<file path="config.mk">
export PLATFORM = sky130hd
export DESIGN_NAME = thick_dashed_line_rasterizer_core
export DESIGN_NICKNAME = d
export VERILOG_FILES = /design/src/sv/tdlr_pkg.sv /design/src/sv/thick_dashed_line_rasterizer_core.sv
export SDC_FILE = /design/constraint.sdc
export NUM_CORES = 1
export LEC_CHECK = 0
export BUFFER_PORTS_ARGS = -buffer_cell sky130_fd_sc_hd__clkbuf_2
export CAP_MARGIN = 20
export CORE_ASPECT_RATIO = 1.1
export CORE_MARGIN = 5
export CORE_UTILIZATION = 56
export DETAILED_ROUTE_END_ITERATION = 6
export PLACE_DENSITY = 0.78
export SYNTH_ARGS = -nofsm -noshare
export SYNTH_HDL_FRONTEND = slang
export SYNTH_SLANG_ARGS = --single-unit
</file>
<file path="constraint.sdc">
create_clock -name aclk -period 6.4 [get_ports aclk]
set_input_delay 0.64 -clock aclk [delete_from_list [all_inputs] [get_ports aclk]]
set_output_delay 0.64 -clock aclk [all_outputs]
set_load 0.05 [all_outputs]
</file>
<file path="src/sv/tdlr_pkg.sv">
// ----------------------------------------------------------------------------
// tdlr_pkg
// Shared constants for the thick dashed line rasterizer: command codes,
// register map, field widths, the reset value of the offset table and a thickness clamp.
// ----------------------------------------------------------------------------
`default_nettype none

package tdlr_pkg;

    // Largest number of pixels drawn for one point.
    localparam int THICK_MAX = 8;

    // Command codes carried on the input tuser.
    localparam logic CMD_START = 1'b0;
    localparam logic CMD_STEP  = 1'b1;

    // Register map (index of the 64-bit register).
    localparam logic REG_OFFSET_TABLE = 1'b0;

    // Offset table: seven signed 8-bit entries, entry i at bits 8i.
    localparam int          TABLE_W     = 56;
    localparam logic [55:0] TABLE_RESET = 56'h04FD03FE02FF01;

    // Field widths.
    localparam int COORD_W = 16;
    localparam int COLOR_W = 16;
    localparam int THICK_W = 4;
    localparam int DASH_W  = 8;

    // Pixels per point: zero draws one, large values saturate.
    function automatic logic [THICK_W-1:0] clamp_thickness(input logic [THICK_W-1:0] t);
        logic [THICK_W-1:0] n;
        n = t;
        if (t == '0) begin
            n = THICK_W'(1);
        end else if (t > THICK_W'(THICK_MAX)) begin
            n = THICK_W'(THICK_MAX);
        end
        return n;
    endfunction

endpackage

`default_nettype wire

</file>
<file path="src/sv/thick_dashed_line_rasterizer_core.sv">
// ----------------------------------------------------------------------------
// thick_dashed_line_rasterizer_core
// Bresenham line walker that draws each point as a short run of pixels
// offset across the line, with an optional on/off dash pattern.
// ----------------------------------------------------------------------------
// A start word passes through accept, delta setup and error setup; it makes no pixel.
// A step word is accepted, then emits n pixels (n = thickness clamped to 1..8),
// one per cycle while the output is not stalled, through the single offset adder,
// and then makes a Bresenham advance (none on the endpoint step).
// m_tvalid rises when the emit state loads the first pixel; one word is in work at a time.
// aresetn is synchronous, active low; it restores the offset table and line state.
`default_nettype none

module thick_dashed_line_rasterizer_core
    import tdlr_pkg::*;
(
    input  wire logic        aclk,
    input  wire logic        aresetn,

    // Command stream.
    input  wire logic        s_tvalid,
    output logic             s_tready,
    // [15:0] x_start, [31:16] y_start, [47:32] x_end, [63:48] y_end,
    // [79:64] line_color, [83:80] line_thickness, [91:84] dash_len,
    // [92] to_sprite, [95:93] zero
    input  wire logic [95:0] s_tdata,
    // [0] cmd
    input  wire logic        s_tuser,

    // Pixel stream.
    output logic             m_tvalid,
    input  wire logic        m_tready,
    // [15:0] pixel_x, [31:16] pixel_y, [47:32] pixel_color
    output logic [47:0]      m_tdata,
    // [0] target_sprite, [1] line_done
    output logic [1:0]       m_tuser,
    // point_last
    output logic             m_tlast,

    // Configuration port.
    input  wire logic        psel,
    input  wire logic        penable,
    input  wire logic        pwrite,
    input  wire logic [3:0]  paddr,
    input  wire logic [63:0] pwdata,
    output logic [63:0]      prdata,
    output logic             pready
);

    // Sequencer states.
    localparam logic [2:0] ST_IDLE  = 3'd0;
    localparam logic [2:0] ST_SETUP = 3'd1;
    localparam logic [2:0] ST_INIT  = 3'd2;
    localparam logic [2:0] ST_EMIT  = 3'd3;
    localparam logic [2:0] ST_ADV   = 3'd4;

    logic [2:0]               state_reg, state_next;
    logic [TABLE_W-1:0]       offset_table_reg;
    logic                     busy_reg, busy_next;
    logic [COORD_W-1:0]       cur_x_reg, cur_x_next;
    logic [COORD_W-1:0]       cur_y_reg, cur_y_next;
    logic [COORD_W-1:0]       goal_x_reg, goal_x_next;
    logic [COORD_W-1:0]       goal_y_reg, goal_y_next;
    logic signed [16:0]       delta_x_reg, delta_x_next;
    logic signed [17:0]       delta_y_neg_reg, delta_y_neg_next;
    logic                     step_x_neg_reg, step_x_neg_next;
    logic                     step_y_neg_reg, step_y_neg_next;
    logic signed [18:0]       error_reg, error_next;
    logic                     steep_reg, steep_next;
    logic [DASH_W-1:0]        dash_count_reg, dash_count_next;
    logic                     pen_on_reg, pen_on_next;
    logic [COLOR_W-1:0]       held_color_reg, held_color_next;
    logic [THICK_W-1:0]       held_n_reg, held_n_next;
    logic [DASH_W-1:0]        held_dash_len_reg, held_dash_len_next;
    logic                     held_target_reg, held_target_next;
    logic                     done_reg, done_next;
    logic [2:0]               k_reg, k_next;

    logic                     m_tvalid_reg, m_tvalid_next;
    logic [47:0]              m_tdata_reg, m_tdata_next;
    logic [1:0]               m_tuser_reg, m_tuser_next;
    logic                     m_tlast_reg, m_tlast_next;

    logic                     s_accept;
    logic                     cfg_write;
    logic                     load_out;
    logic                     pix_last;
    logic [2:0]               off_idx;
    logic signed [7:0]        off_val;
    logic [COORD_W-1:0]       off_sum_base;
    logic [COORD_W-1:0]       off_sum;
    logic [COORD_W-1:0]       pix_x;
    logic [COORD_W-1:0]       pix_y;
    logic signed [16:0]       diff_x;
    logic signed [16:0]       diff_y;
    logic signed [19:0]       e2;
    logic [DASH_W-1:0]        dash_inc;

    assign s_tready  = (state_reg == ST_IDLE);
    assign s_accept  = s_tvalid && s_tready;
    assign cfg_write = psel && penable && pwrite && pready;
    assign pready    = 1'b1;

    assign m_tvalid = m_tvalid_reg;
    assign m_tdata  = m_tdata_reg;
    assign m_tuser  = m_tuser_reg;
    assign m_tlast  = m_tlast_reg;

    // Register read-back.
    always_comb begin
        prdata = '0;
        if (paddr[3] == REG_OFFSET_TABLE) begin
            prdata = {{(64 - TABLE_W){1'b0}}, offset_table_reg};
        end
    end

    // Configuration register write.
    always_ff @(posedge aclk) begin
        if (!aresetn) begin
            offset_table_reg <= TABLE_RESET;
        end else if (cfg_write && paddr[3] == REG_OFFSET_TABLE) begin
            offset_table_reg <= pwdata[TABLE_W-1:0];
        end
    end

    // The shared pixel adder: current point plus a table offset across the line.
    assign off_idx      = k_reg - 3'd1;
    assign off_val      = offset_table_reg[{off_idx, 3'b000} +: 8];
    assign off_sum_base = steep_reg ? cur_x_reg : cur_y_reg;
    assign off_sum      = off_sum_base + {{(COORD_W - 8){off_val[7]}}, off_val};
    assign pix_x        = (k_reg != 3'd0 && steep_reg) ? off_sum : cur_x_reg;
    assign pix_y        = (k_reg != 3'd0 && !steep_reg) ? off_sum : cur_y_reg;
    assign pix_last     = ({1'b0, k_reg} + 4'd1) == held_n_reg;
    assign load_out     = !m_tvalid_reg || m_tready;

    // Endpoint differences for the setup cycle.
    assign diff_x = $signed({goal_x_reg[15], goal_x_reg}) - $signed({cur_x_reg[15], cur_x_reg});
    assign diff_y = $signed({goal_y_reg[15], goal_y_reg}) - $signed({cur_y_reg[15], cur_y_reg});

    // Doubled error for the Bresenham advance.
    assign e2 = {error_reg[18], error_reg} <<< 1;

    // Dash counter wraps at the held dash length.
    assign dash_inc = dash_count_reg + DASH_W'(1);

    // Sequencer and datapath next state.
    always_comb begin
        state_next         = state_reg;
        busy_next          = busy_reg;
        cur_x_next         = cur_x_reg;
        cur_y_next         = cur_y_reg;
        goal_x_next        = goal_x_reg;
        goal_y_next        = goal_y_reg;
        delta_x_next       = delta_x_reg;
        delta_y_neg_next   = delta_y_neg_reg;
        step_x_neg_next    = step_x_neg_reg;
        step_y_neg_next    = step_y_neg_reg;
        error_next         = error_reg;
        steep_next         = steep_reg;
        dash_count_next    = dash_count_reg;
        pen_on_next        = pen_on_reg;
        held_color_next    = held_color_reg;
        held_n_next        = held_n_reg;
        held_dash_len_next = held_dash_len_reg;
        held_target_next   = held_target_reg;
        done_next          = done_reg;
        k_next             = k_reg;
        m_tvalid_next      = m_tvalid_reg;
        m_tdata_next       = m_tdata_reg;
        m_tuser_next       = m_tuser_reg;
        m_tlast_next       = m_tlast_reg;

        if (m_tvalid_reg && m_tready) begin
            m_tvalid_next = 1'b0;
        end

        case (state_reg)
            ST_IDLE: begin
                if (s_accept && s_tuser == CMD_START) begin
                    // Latch the line; the setup and init states then derive the deltas and start error.
                    cur_x_next         = s_tdata[15:0];
                    cur_y_next         = s_tdata[31:16];
                    goal_x_next        = s_tdata[47:32];
                    goal_y_next        = s_tdata[63:48];
                    held_color_next    = s_tdata[79:64];
                    held_n_next        = clamp_thickness(s_tdata[83:80]);
                    held_dash_len_next = s_tdata[91:84];
                    held_target_next   = s_tdata[92];
                    dash_count_next    = '0;
                    pen_on_next        = 1'b1;
                    busy_next          = 1'b1;
                    state_next         = ST_SETUP;
                end else if (s_accept && busy_reg) begin
                    // Step: advance the dash pattern before drawing the point.
                    if (held_dash_len_reg != '0) begin
                        if (dash_inc == held_dash_len_reg) begin
                            dash_count_next = '0;
                            pen_on_next     = !pen_on_reg;
                        end else begin
                            dash_count_next = dash_inc;
                        end
                    end
                    done_next  = (cur_x_reg == goal_x_reg) && (cur_y_reg == goal_y_reg);
                    k_next     = '0;
                    state_next = ST_EMIT;
                end
            end
            ST_SETUP: begin
                // Absolute deltas and step directions.
                delta_x_next     = diff_x[16] ? -diff_x : diff_x;
                delta_y_neg_next = diff_y[16] ? {diff_y[16], diff_y}
                                              : -$signed({diff_y[16], diff_y});
                step_x_neg_next  = !diff_x[16] && (diff_x == '0) ? 1'b1 : diff_x[16];
                step_y_neg_next  = !diff_y[16] && (diff_y == '0) ? 1'b1 : diff_y[16];
                state_next       = ST_INIT;
            end
            ST_INIT: begin
                // A negative start error means |dy| > |dx|: a steep line.
                error_next = {{2{delta_x_reg[16]}}, delta_x_reg}
                           + {delta_y_neg_reg[17], delta_y_neg_reg};
                steep_next = error_next[18];
                state_next = ST_IDLE;
            end
            ST_EMIT: begin
                // One pixel per cycle whenever the output register frees up.
                if (load_out) begin
                    m_tvalid_next = 1'b1;
                    m_tdata_next  = {(pen_on_reg ? held_color_reg : {COLOR_W{1'b0}}),
                                     pix_y, pix_x};
                    m_tuser_next  = {done_reg, held_target_reg};
                    m_tlast_next  = pix_last;
                    k_next        = k_reg + 3'd1;
                    if (pix_last) begin
                        if (done_reg) begin
                            busy_next  = 1'b0;
                            state_next = ST_IDLE;
                        end else begin
                            state_next = ST_ADV;
                        end
                    end
                end
            end
            ST_ADV: begin
                // Bresenham advance along x and/or y.
                error_next = error_reg;
                if (e2 > $signed({{2{delta_y_neg_reg[17]}}, delta_y_neg_reg})) begin
                    error_next = error_next + {delta_y_neg_reg[17], delta_y_neg_reg};
                    cur_x_next = step_x_neg_reg ? cur_x_reg - 16'd1 : cur_x_reg + 16'd1;
                end
                if (e2 < $signed({{3{delta_x_reg[16]}}, delta_x_reg})) begin
                    error_next = error_next + {{2{delta_x_reg[16]}}, delta_x_reg};
                    cur_y_next = step_y_neg_reg ? cur_y_reg - 16'd1 : cur_y_reg + 16'd1;
                end
                state_next = ST_IDLE;
            end
            default: begin
                state_next = ST_IDLE;
            end
        endcase
    end

    // Control registers.
    always_ff @(posedge aclk) begin
        if (!aresetn) begin
            state_reg         <= ST_IDLE;
            busy_reg          <= 1'b0;
            m_tvalid_reg      <= 1'b0;
            k_reg             <= '0;
            done_reg          <= 1'b0;
            cur_x_reg         <= '0;
            cur_y_reg         <= '0;
            goal_x_reg        <= '0;
            goal_y_reg        <= '0;
            delta_x_reg       <= '0;
            delta_y_neg_reg   <= '0;
            step_x_neg_reg    <= 1'b0;
            step_y_neg_reg    <= 1'b0;
            error_reg         <= '0;
            steep_reg         <= 1'b0;
            dash_count_reg    <= '0;
            pen_on_reg        <= 1'b1;
            held_color_reg    <= '0;
            held_n_reg        <= THICK_W'(1);
            held_dash_len_reg <= '0;
            held_target_reg   <= 1'b0;
        end else begin
            state_reg         <= state_next;
            busy_reg          <= busy_next;
            m_tvalid_reg      <= m_tvalid_next;
            k_reg             <= k_next;
            done_reg          <= done_next;
            cur_x_reg         <= cur_x_next;
            cur_y_reg         <= cur_y_next;
            goal_x_reg        <= goal_x_next;
            goal_y_reg        <= goal_y_next;
            delta_x_reg       <= delta_x_next;
            delta_y_neg_reg   <= delta_y_neg_next;
            step_x_neg_reg    <= step_x_neg_next;
            step_y_neg_reg    <= step_y_neg_next;
            error_reg         <= error_next;
            steep_reg         <= steep_next;
            dash_count_reg    <= dash_count_next;
            pen_on_reg        <= pen_on_next;
            held_color_reg    <= held_color_next;
            held_n_reg        <= held_n_next;
            held_dash_len_reg <= held_dash_len_next;
            held_target_reg   <= held_target_next;
        end
    end

    // Output payload register.
    always_ff @(posedge aclk) begin
        m_tdata_reg <= m_tdata_next;
        m_tuser_reg <= m_tuser_next;
        m_tlast_reg <= m_tlast_next;
    end

    // The held pixel count always lies in 1..THICK_MAX.
    a_thick_range: assert property (@(posedge aclk) disable iff (!aresetn)
        (held_n_reg != '0) && (held_n_reg <= THICK_W'(THICK_MAX)))
        else $error("pixel count out of range");

    // The dash counter stays below a nonzero dash length.
    a_dash_range: assert property (@(posedge aclk) disable iff (!aresetn)
        (held_dash_len_reg != '0) |-> (dash_count_reg < held_dash_len_reg))
        else $error("dash counter past dash length");

    // An accepted step on a live line starts pixel emission.
    a_step_emits: assert property (@(posedge aclk) disable iff (!aresetn)
        (s_accept && s_tuser == CMD_STEP && busy_reg) |=> (state_reg == ST_EMIT))
        else $error("step did not start emission");

    // A finished point ends with a marked last pixel.
    a_last_leaves: assert property (@(posedge aclk) disable iff (!aresetn)
        (state_reg == ST_EMIT && load_out && pix_last)
            |=> (m_tvalid && m_tlast && state_reg != ST_EMIT))
        else $error("last pixel not flagged");

    // A step that drew the endpoint closes the line.
    a_done_idle: assert property (@(posedge aclk) disable iff (!aresetn)
        (state_reg == ST_EMIT && load_out && pix_last && done_reg)
            |=> (!busy_reg && state_reg == ST_IDLE))
        else $error("line not closed at endpoint");

endmodule

`default_nettype wire
</file>
==> results.cfg, run 1 <==
[critical_path]
cp-endpoint = error_reg[18]
start_kind = register
crit_required_ps = 6880
cpPeakStageDelay_ps = 540
crit_fanout = 10
cp_num_buf_inv = 1
worst_path_max_delay_cell = or4_4
cp.depth = 19
cp-end-kind = register
r2r-start = delta_y_neg_reg[17]
crit_start = delta_y_neg_reg[17]
critPathKind = reg -> reg
cp.arrival_ps = 6240
rrSetupSlack_ps = 640
crit_family = compound AO/OA/AOI/OAI gates
rr_endpoint = error_reg[18]
cp_cell_sequence = inv_1 > ha_1 > and4_4 > nand2_2 > or4_4 > o41a_1 > mux2_4 > mux2_2 > ha_1 > fa_1 > a211oi_1 > o21bai_1 > a2111oi_0 > or3_1 > o31ai_1 > o31ai_1 > mux2i_1 > xor2_1 > o32ai_1
worstRegToRegCells = 19

[clock_network]
cts_setup_buffers = 0
cts_sinks = 275
insertion_delay_ps = 580
h-tree-depth = 1
ctsResizeCount = 0
clock-root-buffer = clkbuf_16
cts_max_path_buffers = 3
clkTransAtPathRegs_ps = 70
cts_hold_buf = 0
cts_tree = yes
cts_buffers = 30

[global_routing]
grt_pass1_vias = 18300
grt.busiest_layer = met2
grt_overflow = 0
grt_util_met2 = 0.528
grt_max_degree = 101
grt_usage = 0.297
grt_util_met3 = 0.0567
grt_use_met1 = 0.354
grt_pass1_wl_mm = 94.5
antenna_found_initial = 2

[drt]
remaining_drc_errors = 0
finalWirelength_mm = 60.3
drt_iter0_drc = 1433
vias = 19100
via_per_inst = 5.98
wl_per_cell_microns = 19.0
first_pass_iters = 6
detail-route-antenna-nets = 0

[finish]
mostFrequentLayoutCells = nand2_1, clkbuf_2, a21oi_1
area_delta_synth_final_pct = 13.9
largest_register_ffs = 56
finalInstanceArea_sq_um = 22500
final_nets = 3068
layout-drive-gt1-share = 0.146
final_util = 0.643
final_cells = 3183
fillers = 2997
num_antenna_cells = 0
mostFrequentLayoutCell = nand2_1

[synthesis]
synth_top_area_cell = dfxtp_1
synth_edf_count = 51
synth_seq_cells = 275
synth_cells = 2514
yosysTopAreaCellShare = 0.227
synth_flop_cell = dfxtp_1
synth_cell_types = 84
yosys_warnings = 0
synth_area_per_cell_sq_um = 7.85
ys_seq_area_frac = 0.305
ys_top_cells_by_area = dfxtp_1, ha_1, edfxtp_1, nand2_1, a21oi_1
async_reset_ff_frac = 0
syn_area_sq_um = 19700

[power_and_ir_drop]
p_int_mw = 5.55
switchingPower_mw = 4.73
p_total_mw = 10.3
p_sw_frac = 0.460
pwr-share-clk = 0.186
vdd_drop_max_v = 0.000316
p_leak_nw = 9.48
comb_power_share = 0.582
seq_power_share = 0.232
power.density_nw_per_um2 = 458

[timing]
setup_tns_ps = 0
worstMarginPinSlew_ps = 1070
relSlewSlack = 0.268
finalSetupViolCount = 0
min_period_ps = 5760
timing.fmax_mhz = 174
timing.final.crit_share = 0.899
rsz0062_at_grt = no
slew_violations = 0
final_hold_viol_count = 0
fin_skew_ps = 18.1

[floorplanning]
fp-row-count = 72
initial_core_util = 0.564
die_w_microns = 189
fp.dieArea_sq_um = 39100
die_y_microns = 207
num_io_pins = 290
core_sq_um = 35000

[place]
placed_cell_area_sq_um = 21300
dpl.hpwl_mm = 46.3
port_buffers = 266
post-place-cells = 3123
gp_congestion = 0.959

[status]
status = finished clean

[min_path]
hp-class = in -> reg

[job]
drv_cap = 0
[cells in the mapped netlist, types with 16 or more instances]
cell type	n
nor2b_1	81
mux2i_1	20
clkbuf_1	104
nand2_1	387
a211oi_1	55
nand3_1	70
a21oi_1	264
xor2_1	46
o21a_1	29
dfxtp_1	224
edfxtp_1	51
xnor2_1	84
nor3_1	37
nand2b_1	19
mux2_2	19
a31oi_1	38
a21o_1	34
inv_1	118
o21ai_0	154
nand3b_1	16
ha_1	173
or3_1	20
nor2_1	180
and2_1	28
o211ai_1	16
[routing by layer]
metal,vias up,share of wire
met3,152,0.072
li1,9348,-
met2,682,0.49
met4,4,0.041
met1,8864,0.39
met5,-,0.00061
[kinds of logic after synthesis]
| group | synth area share |
|---|---|
| AO/OA/AOI/OAI | 0.222 |
| XOR/XNOR | 0.0577 |
| adder cells (fa/ha/maj) | 0.118 |
| buffers and inverters | 0.0500 |
| flip-flops | 0.305 |
| multiplexers | 0.0309 |
| other | 0.000381 |
| AND/OR/NAND/NOR | 0.216 |
[power groups by stage]
| stage | combinational (mW) | clock, mW | sequential, mW |
|---|---|---|---|
| final | 5.98 | 1.91 | 2.39 |
| after global routing | 6.59 | 2.01 | 2.41 |
| after CTS | 5.89 | 1.93 | 2.37 |
| after detailed placement | 5.84 | 0 | 2.41 |
| after global placement | 5.63 | 0 | 2.40 |
| after floorplan | 4.53 | 0 | 2.37 |
[tightest hold or removal path, stage by stage]
cell	delay (ps)
clkbuf_2	80
nand2_1	40
nand3_1	70
[area by class of cell]
class | count | area [sq um] | area share
inverters | 120 | 453 | 0.0202
multi-input cells | 1999 | 12800 | 0.570
well taps | 444 | 556 | 0.0247
flip-flops and latches | 275 | 6020 | 0.268
clock buffers | 39 | 846 | 0.0376
repair buffers | 289 | 1560 | 0.0692
clock inverters | 17 | 245 | 0.0109
[stage by stage]
stage          hold slack, ps  setup slack [ps]
2_1_floorplan             408              1130
3_3_place_gp              410               726
3_5_place_dp              422               653
4_1_cts                   263               645
5_1_grt                   274               379
6_report                  279               643
[worst min path at each step]
stage | cells past startpoint | end | slack [ps] | startpoint
after floorplan | 0 | m_tuser[0] | 410 | held_target_reg
after global placement | 0 | m_tuser[0] | 410 | held_target_reg
after detailed placement | 0 | m_tuser[0] | 420 | held_target_reg
after CTS | 3 | offset_table_reg[42] | 260 | pwdata[42]
after global routing | 3 | offset_table_reg[25] | 270 | pwdata[25]
final | 3 | offset_table_reg[25] | 280 | pwdata[25]
No activity file was read; power rests on OpenSTA's default activity.
==> inputs of run 2 (changes only) <==
CORE_ASPECT_RATIO = not set   (was 1.1)
SKIP_CTS_REPAIR_TIMING = 1   (was not set)
==> run 2 against run 1 <==
Effect of this change: combinational power down 0.8%; sequential power about the same; wire length decreased by 0.50%; clock power is essentially flat; worst hold slack improved by 21 ps; sequential share of layout area is essentially flat; via count increased by 1.4%; utilization grew 0.59 points; non-clock buffer count stayed put; clock skew rose by 5.6 ps; largest cell class unchanged.
==> results.cfg, run 2 (same netlist as run 1, synthesis figures left out) <==
[critical_path]
crit_family = compound AO/OA/AOI/OAI gates
cp_cell_sequence = inv_1 > ha_1 > and4_4 > nand2_2 > or4_4 > o41a_1 > mux2_4 > mux2_2 > ha_1 > fa_1 > a211oi_1 > o21bai_1 > a2111oi_0 > or3_1 > o31ai_1 > o31ai_1 > mux2i_1 > xor2_1 > o32ai_1
r2r-start = delta_y_neg_reg[17]
crit_fanout = 8
worst_path_max_delay_cell = or4_4
start_kind = register
cp-end-kind = register
worstRegToRegCells = 19
cp.depth = 19
cp.arrival_ps = 6320
cpPeakStageDelay_ps = 540
cp_num_buf_inv = 1
critPathKind = reg -> reg
crit_required_ps = 6840
crit_start = delta_y_neg_reg[17]

[timing]
slew_violations = 0
setup_tns_ps = 0
fin_skew_ps = 23.6
final_hold_viol_count = 0
rsz0062_at_grt = no
finalSetupViolCount = 0
worstMarginPinSlew_ps = 1050
relSlewSlack = 0.302
min_period_ps = 5880
timing.fmax_mhz = 170
timing.final.crit_share = 0.918

[floorplanning]
fp-row-count = 68
core_sq_um = 34600
die_y_microns = 198
die_w_microns = 198
initial_core_util = 0.570
num_io_pins = 290
fp.dieArea_sq_um = 39100

[global_routing]
grt_overflow = 0
grt_pass1_vias = 18200
grt_max_degree = 96
grt_pass1_wl_mm = 94.5
grt_usage = 0.296
antenna_found_initial = 4

[clock_network]
cts_tree = yes
cts_max_path_buffers = 3
h-tree-depth = 2
cts_sinks = 275
clkTransAtPathRegs_ps = 60
cts_buffers = 34
insertion_delay_ps = 550
clock-root-buffer = clkbuf_16

[finish]
num_antenna_cells = 0
largest_register_ffs = 56
final_util = 0.649
layout-drive-gt1-share = 0.147
fillers = 2988
multi_input_area_sq_um = 12800
mostFrequentLayoutCell = nand2_1
finalInstanceArea_sq_um = 22500
area_delta_synth_final_pct = 13.9
mostFrequentLayoutCells = nand2_1, clkbuf_2, a21oi_1
final-seq-area_sq_um = 6020
final_cells = 3197
final_nets = 3072

[place]
port_buffers = 266
post-place-cells = 3135
dpl.hpwl_mm = 45.3
gp_congestion = 0.950
placed_cell_area_sq_um = 21300

[min_path]
hp-start = pwdata[30]
hold_depth = 3
hp-class = in -> reg

[drt]
finalWirelength_mm = 60.0
first_pass_iters = 5
detail-route-antenna-nets = 0
wl_per_cell_microns = 18.8
via_per_inst = 6.05
remaining_drc_errors = 0
drt_iter0_drc = 1571
vias = 19300

[power_and_ir_drop]
vdd_drop_max_v = 0.000392
p_leak_nw = 9.48
power.density_nw_per_um2 = 456
p_total_mw = 10.2

[status]
status = finished clean

[job]
drv_cap = 0
[run 2: path summary, 6_finish.rpt]
kind | to | slack [ps]
setup / recovery | error_reg[18] | 520
hold / removal | offset_table_reg[30] | 300
setup reg to reg | error_reg[18] | 520
hold reg to reg | m_tuser[0] | 440
[run 2: area by class of cell]
type | count | share of cell area
Multi-Input combinational cell | 1999 | 0.570
Inverter | 120 | 0.0202
Clock inverter | 14 | 0.00646
Tap cell | 455 | 0.0253
Sequential cell | 275 | 0.268
Clock buffer | 45 | 0.0429
Timing Repair Buffer | 289 | 0.0676
[run 2: power breakdown]
group | leakage, nW | switching, mW | internal, mW
Combinational | 6.63 | 3.60 | 2.34
Clock | 0.546 | 0.791 | 1.11
Sequential | 2.30 | 0.359 | 2.04
[run 2: through the flow]
stage	setup slack [ps]	hold WS [ps]
6_report	524	299
3_5_place_dp	589	426
5_1_grt	94.9	295
4_1_cts	517	279
2_1_floorplan	1130	408
3_3_place_gp	648	422
[run 2: layer usage]
layer,vias up,track usage,share of wire
met4,8,0.123,0.042
met1,8987,0.384,0.41
met2,810,0.484,0.46
met5,-,0,0.00092
met3,174,0.0584,0.085
li1,9347,-,-
[run 2: worst min-delay path, cell delays in order]
cell	delay, ps
clkbuf_2	70
nand2_1	40
nand3_1	60
==> inputs of run 3 (changes only) <==
REMOVE_ABC_BUFFERS = 1   (was not set)
==> run 3 against run 2 <==
Effect of this change: first-iteration DRC count decreased by 17%; largest cell class unchanged; via count rose by 0.51%; wire length is 1.2% higher; critical path depth unchanged; total power is 1.2% higher.
==> results.cfg, run 3 (same netlist as run 1, synthesis figures left out) <==
[drt]
vias = 19400
finalWirelength_mm = 60.8
drt_iter0_drc = 1300
remaining_drc_errors = 0
via_per_inst = 6.07
first_pass_iters = 6
detail-route-antenna-nets = 0
wl_per_cell_microns = 19.0

[global_routing]
grt_pass1_wl_mm = 96.8
grt_overflow = 0
antenna_found_initial = 3
grt_usage = 0.301
grt_max_degree = 81
grt_pass1_vias = 18800

[critical_path]
crit_fanout = 14
worst_path_max_delay_cell = or4_4
critPathKind = reg -> reg
crit_required_ps = 6760
start_kind = register
cp_cell_sequence = inv_1 > ha_1 > and4_4 > nand2_2 > or4_4 > o41a_1 > mux2_4 > mux2_2 > ha_1 > fa_1 > a211oi_1 > o21bai_1 > a2111oi_0 > or3_1 > o31ai_1 > o31ai_1 > mux2i_1 > xor2_1 > o32ai_1
cpPeakStageDelay_ps = 550
cp-end-kind = register
cp.arrival_ps = 6210

[power_and_ir_drop]
p_leak_nw = 9.48
comb_power_share = 0.583
seq_power_share = 0.231
vdd_drop_max_v = 0.000485
switchingPower_mw = 4.81
p_int_mw = 5.55
p_total_mw = 10.4
p_sw_frac = 0.464
pwr-share-clk = 0.186
power.density_nw_per_um2 = 461

[finish]
area_delta_synth_final_pct = 14.0
final-seq-area_sq_um = 6020
largest_register_ffs = 56
multi_input_area_sq_um = 12800
layout-drive-gt1-share = 0.146
final_cells = 3202
mostFrequentLayoutCells = nand2_1, clkbuf_2, a21oi_1
mostFrequentLayoutCell = nand2_1
fillers = 2966
final_nets = 3073

[timing]
rsz0062_at_grt = no
timing.fmax_mhz = 171
setup_tns_ps = 0
relSlewSlack = 0.312
final_hold_viol_count = 0
slew_violations = 0
timing.final.crit_share = 0.915
worstMarginPinSlew_ps = 1030
fin_skew_ps = 35.1
finalSetupViolCount = 0
min_period_ps = 5860

[clock_network]
cts_sinks = 275
cts_max_path_buffers = 3
insertion_delay_ps = 530
h-tree-depth = 2
cts_tree = yes
cts_buffers = 34
clock-root-buffer = clkbuf_16
clkTransAtPathRegs_ps = 60

[job]
drv_cap = 0

[floorplanning]
initial_core_util = 0.570
num_io_pins = 290
die_w_microns = 198
die_y_microns = 198
fp-row-count = 68
fp.dieArea_sq_um = 39100
core_sq_um = 34600

[place]
gp_congestion = 0.957
dpl.hpwl_mm = 45.4
post-place-cells = 3138
port_buffers = 266

[status]
status = finished clean

[min_path]
hp-class = in -> reg
[run 3: cell types whose count changed in the layout (fill, tap and decap cells not counted), moves of 2 or more]
cell | previous run | this run
clkinv_1 | 1 | 5
clkbuf_1 | 5 | 8
clkinv_4 | 3 | 0
diode_2 | 0 | 2
bufinv_16 | 1 | 3
[run 3: power by group through the flow]
| stage | registers, mW | clock network [mW] | logic (mW) |
|---|---|---|---|
| final | 2.40 | 1.93 | 6.04 |
| after floorplan | 2.38 | 0 | 4.38 |
| after global routing | 2.42 | 2.01 | 6.65 |
| after global placement | 2.42 | 0 | 5.71 |
| after CTS | 2.39 | 1.95 | 5.95 |
| after detailed placement | 2.42 | 0 | 5.90 |
[run 3: metrics by stage]
step | instance area, sq um | hold WS (ps) | setup WS [ps] | util
3_3_place_gp | 21300 | 420 | 646 | 0.616
4_1_cts | 22500 | 305 | 554 | 0.649
3_5_place_dp | 21300 | 435 | 578 | 0.616
5_1_grt | 22500 | 331 | 75.0 | 0.649
6_report | 22500 | 324 | 544 | 0.650
2_1_floorplan | 19200 | 408 | 1060 | -
[run 3: final cells by class]
cell class | instances | area share
Clock inverter | 15 | 0.00784
Timing Repair Buffer | 290 | 0.0684
Inverter | 120 | 0.0201
Antenna cell | 2 | 0.000223
Clock buffer | 46 | 0.0416
Sequential cell | 275 | 0.267
Multi-Input combinational cell | 1999 | 0.569
Tap cell | 455 | 0.0253
[run 3: final timing paths]
| path | startpoint | to | slack, ps | cells past startpoint |
|---|---|---|---|---|
| worst min register to register | held_color_reg[5] | held_color_reg[5] | 450 | 2 |
| worst max-delay path | delta_y_neg_reg[17] | error_reg[18] | 540 | 19 |
| worst max register to register | delta_y_neg_reg[17] | error_reg[18] | 540 | 19 |
| worst min-delay path | pwdata[25] | offset_table_reg[25] | 320 | 3 |
[run 3: metal layers]
metal | track usage | wire (microns) | part of all wire | vias up
met5 | 0 | 17 | 0.00028 | -
met4 | 0.121 | 2580 | 0.042 | 2
met3 | 0.0568 | 4720 | 0.078 | 158
met2 | 0.517 | 29100 | 0.48 | 724
met1 | 0.372 | 24300 | 0.40 | 9173
li1 | - | - | - | 9368
[run 3: worst max-delay path, delay by kind of cell, from the launching register on]
| family | cells | cell delay [ps] |
|---|---|---|
| adder cells (fa/ha/maj) | 3 | 1080 |
| AO/OA/AOI/OAI | 7 | 1940 |
| multiplexers | 3 | 940 |
| flip-flops | 1 | 330 |
| AND/OR/NAND/NOR | 4 | 1180 |
| buffers and inverters | 1 | 70 |
| XOR/XNOR | 1 | 170 |
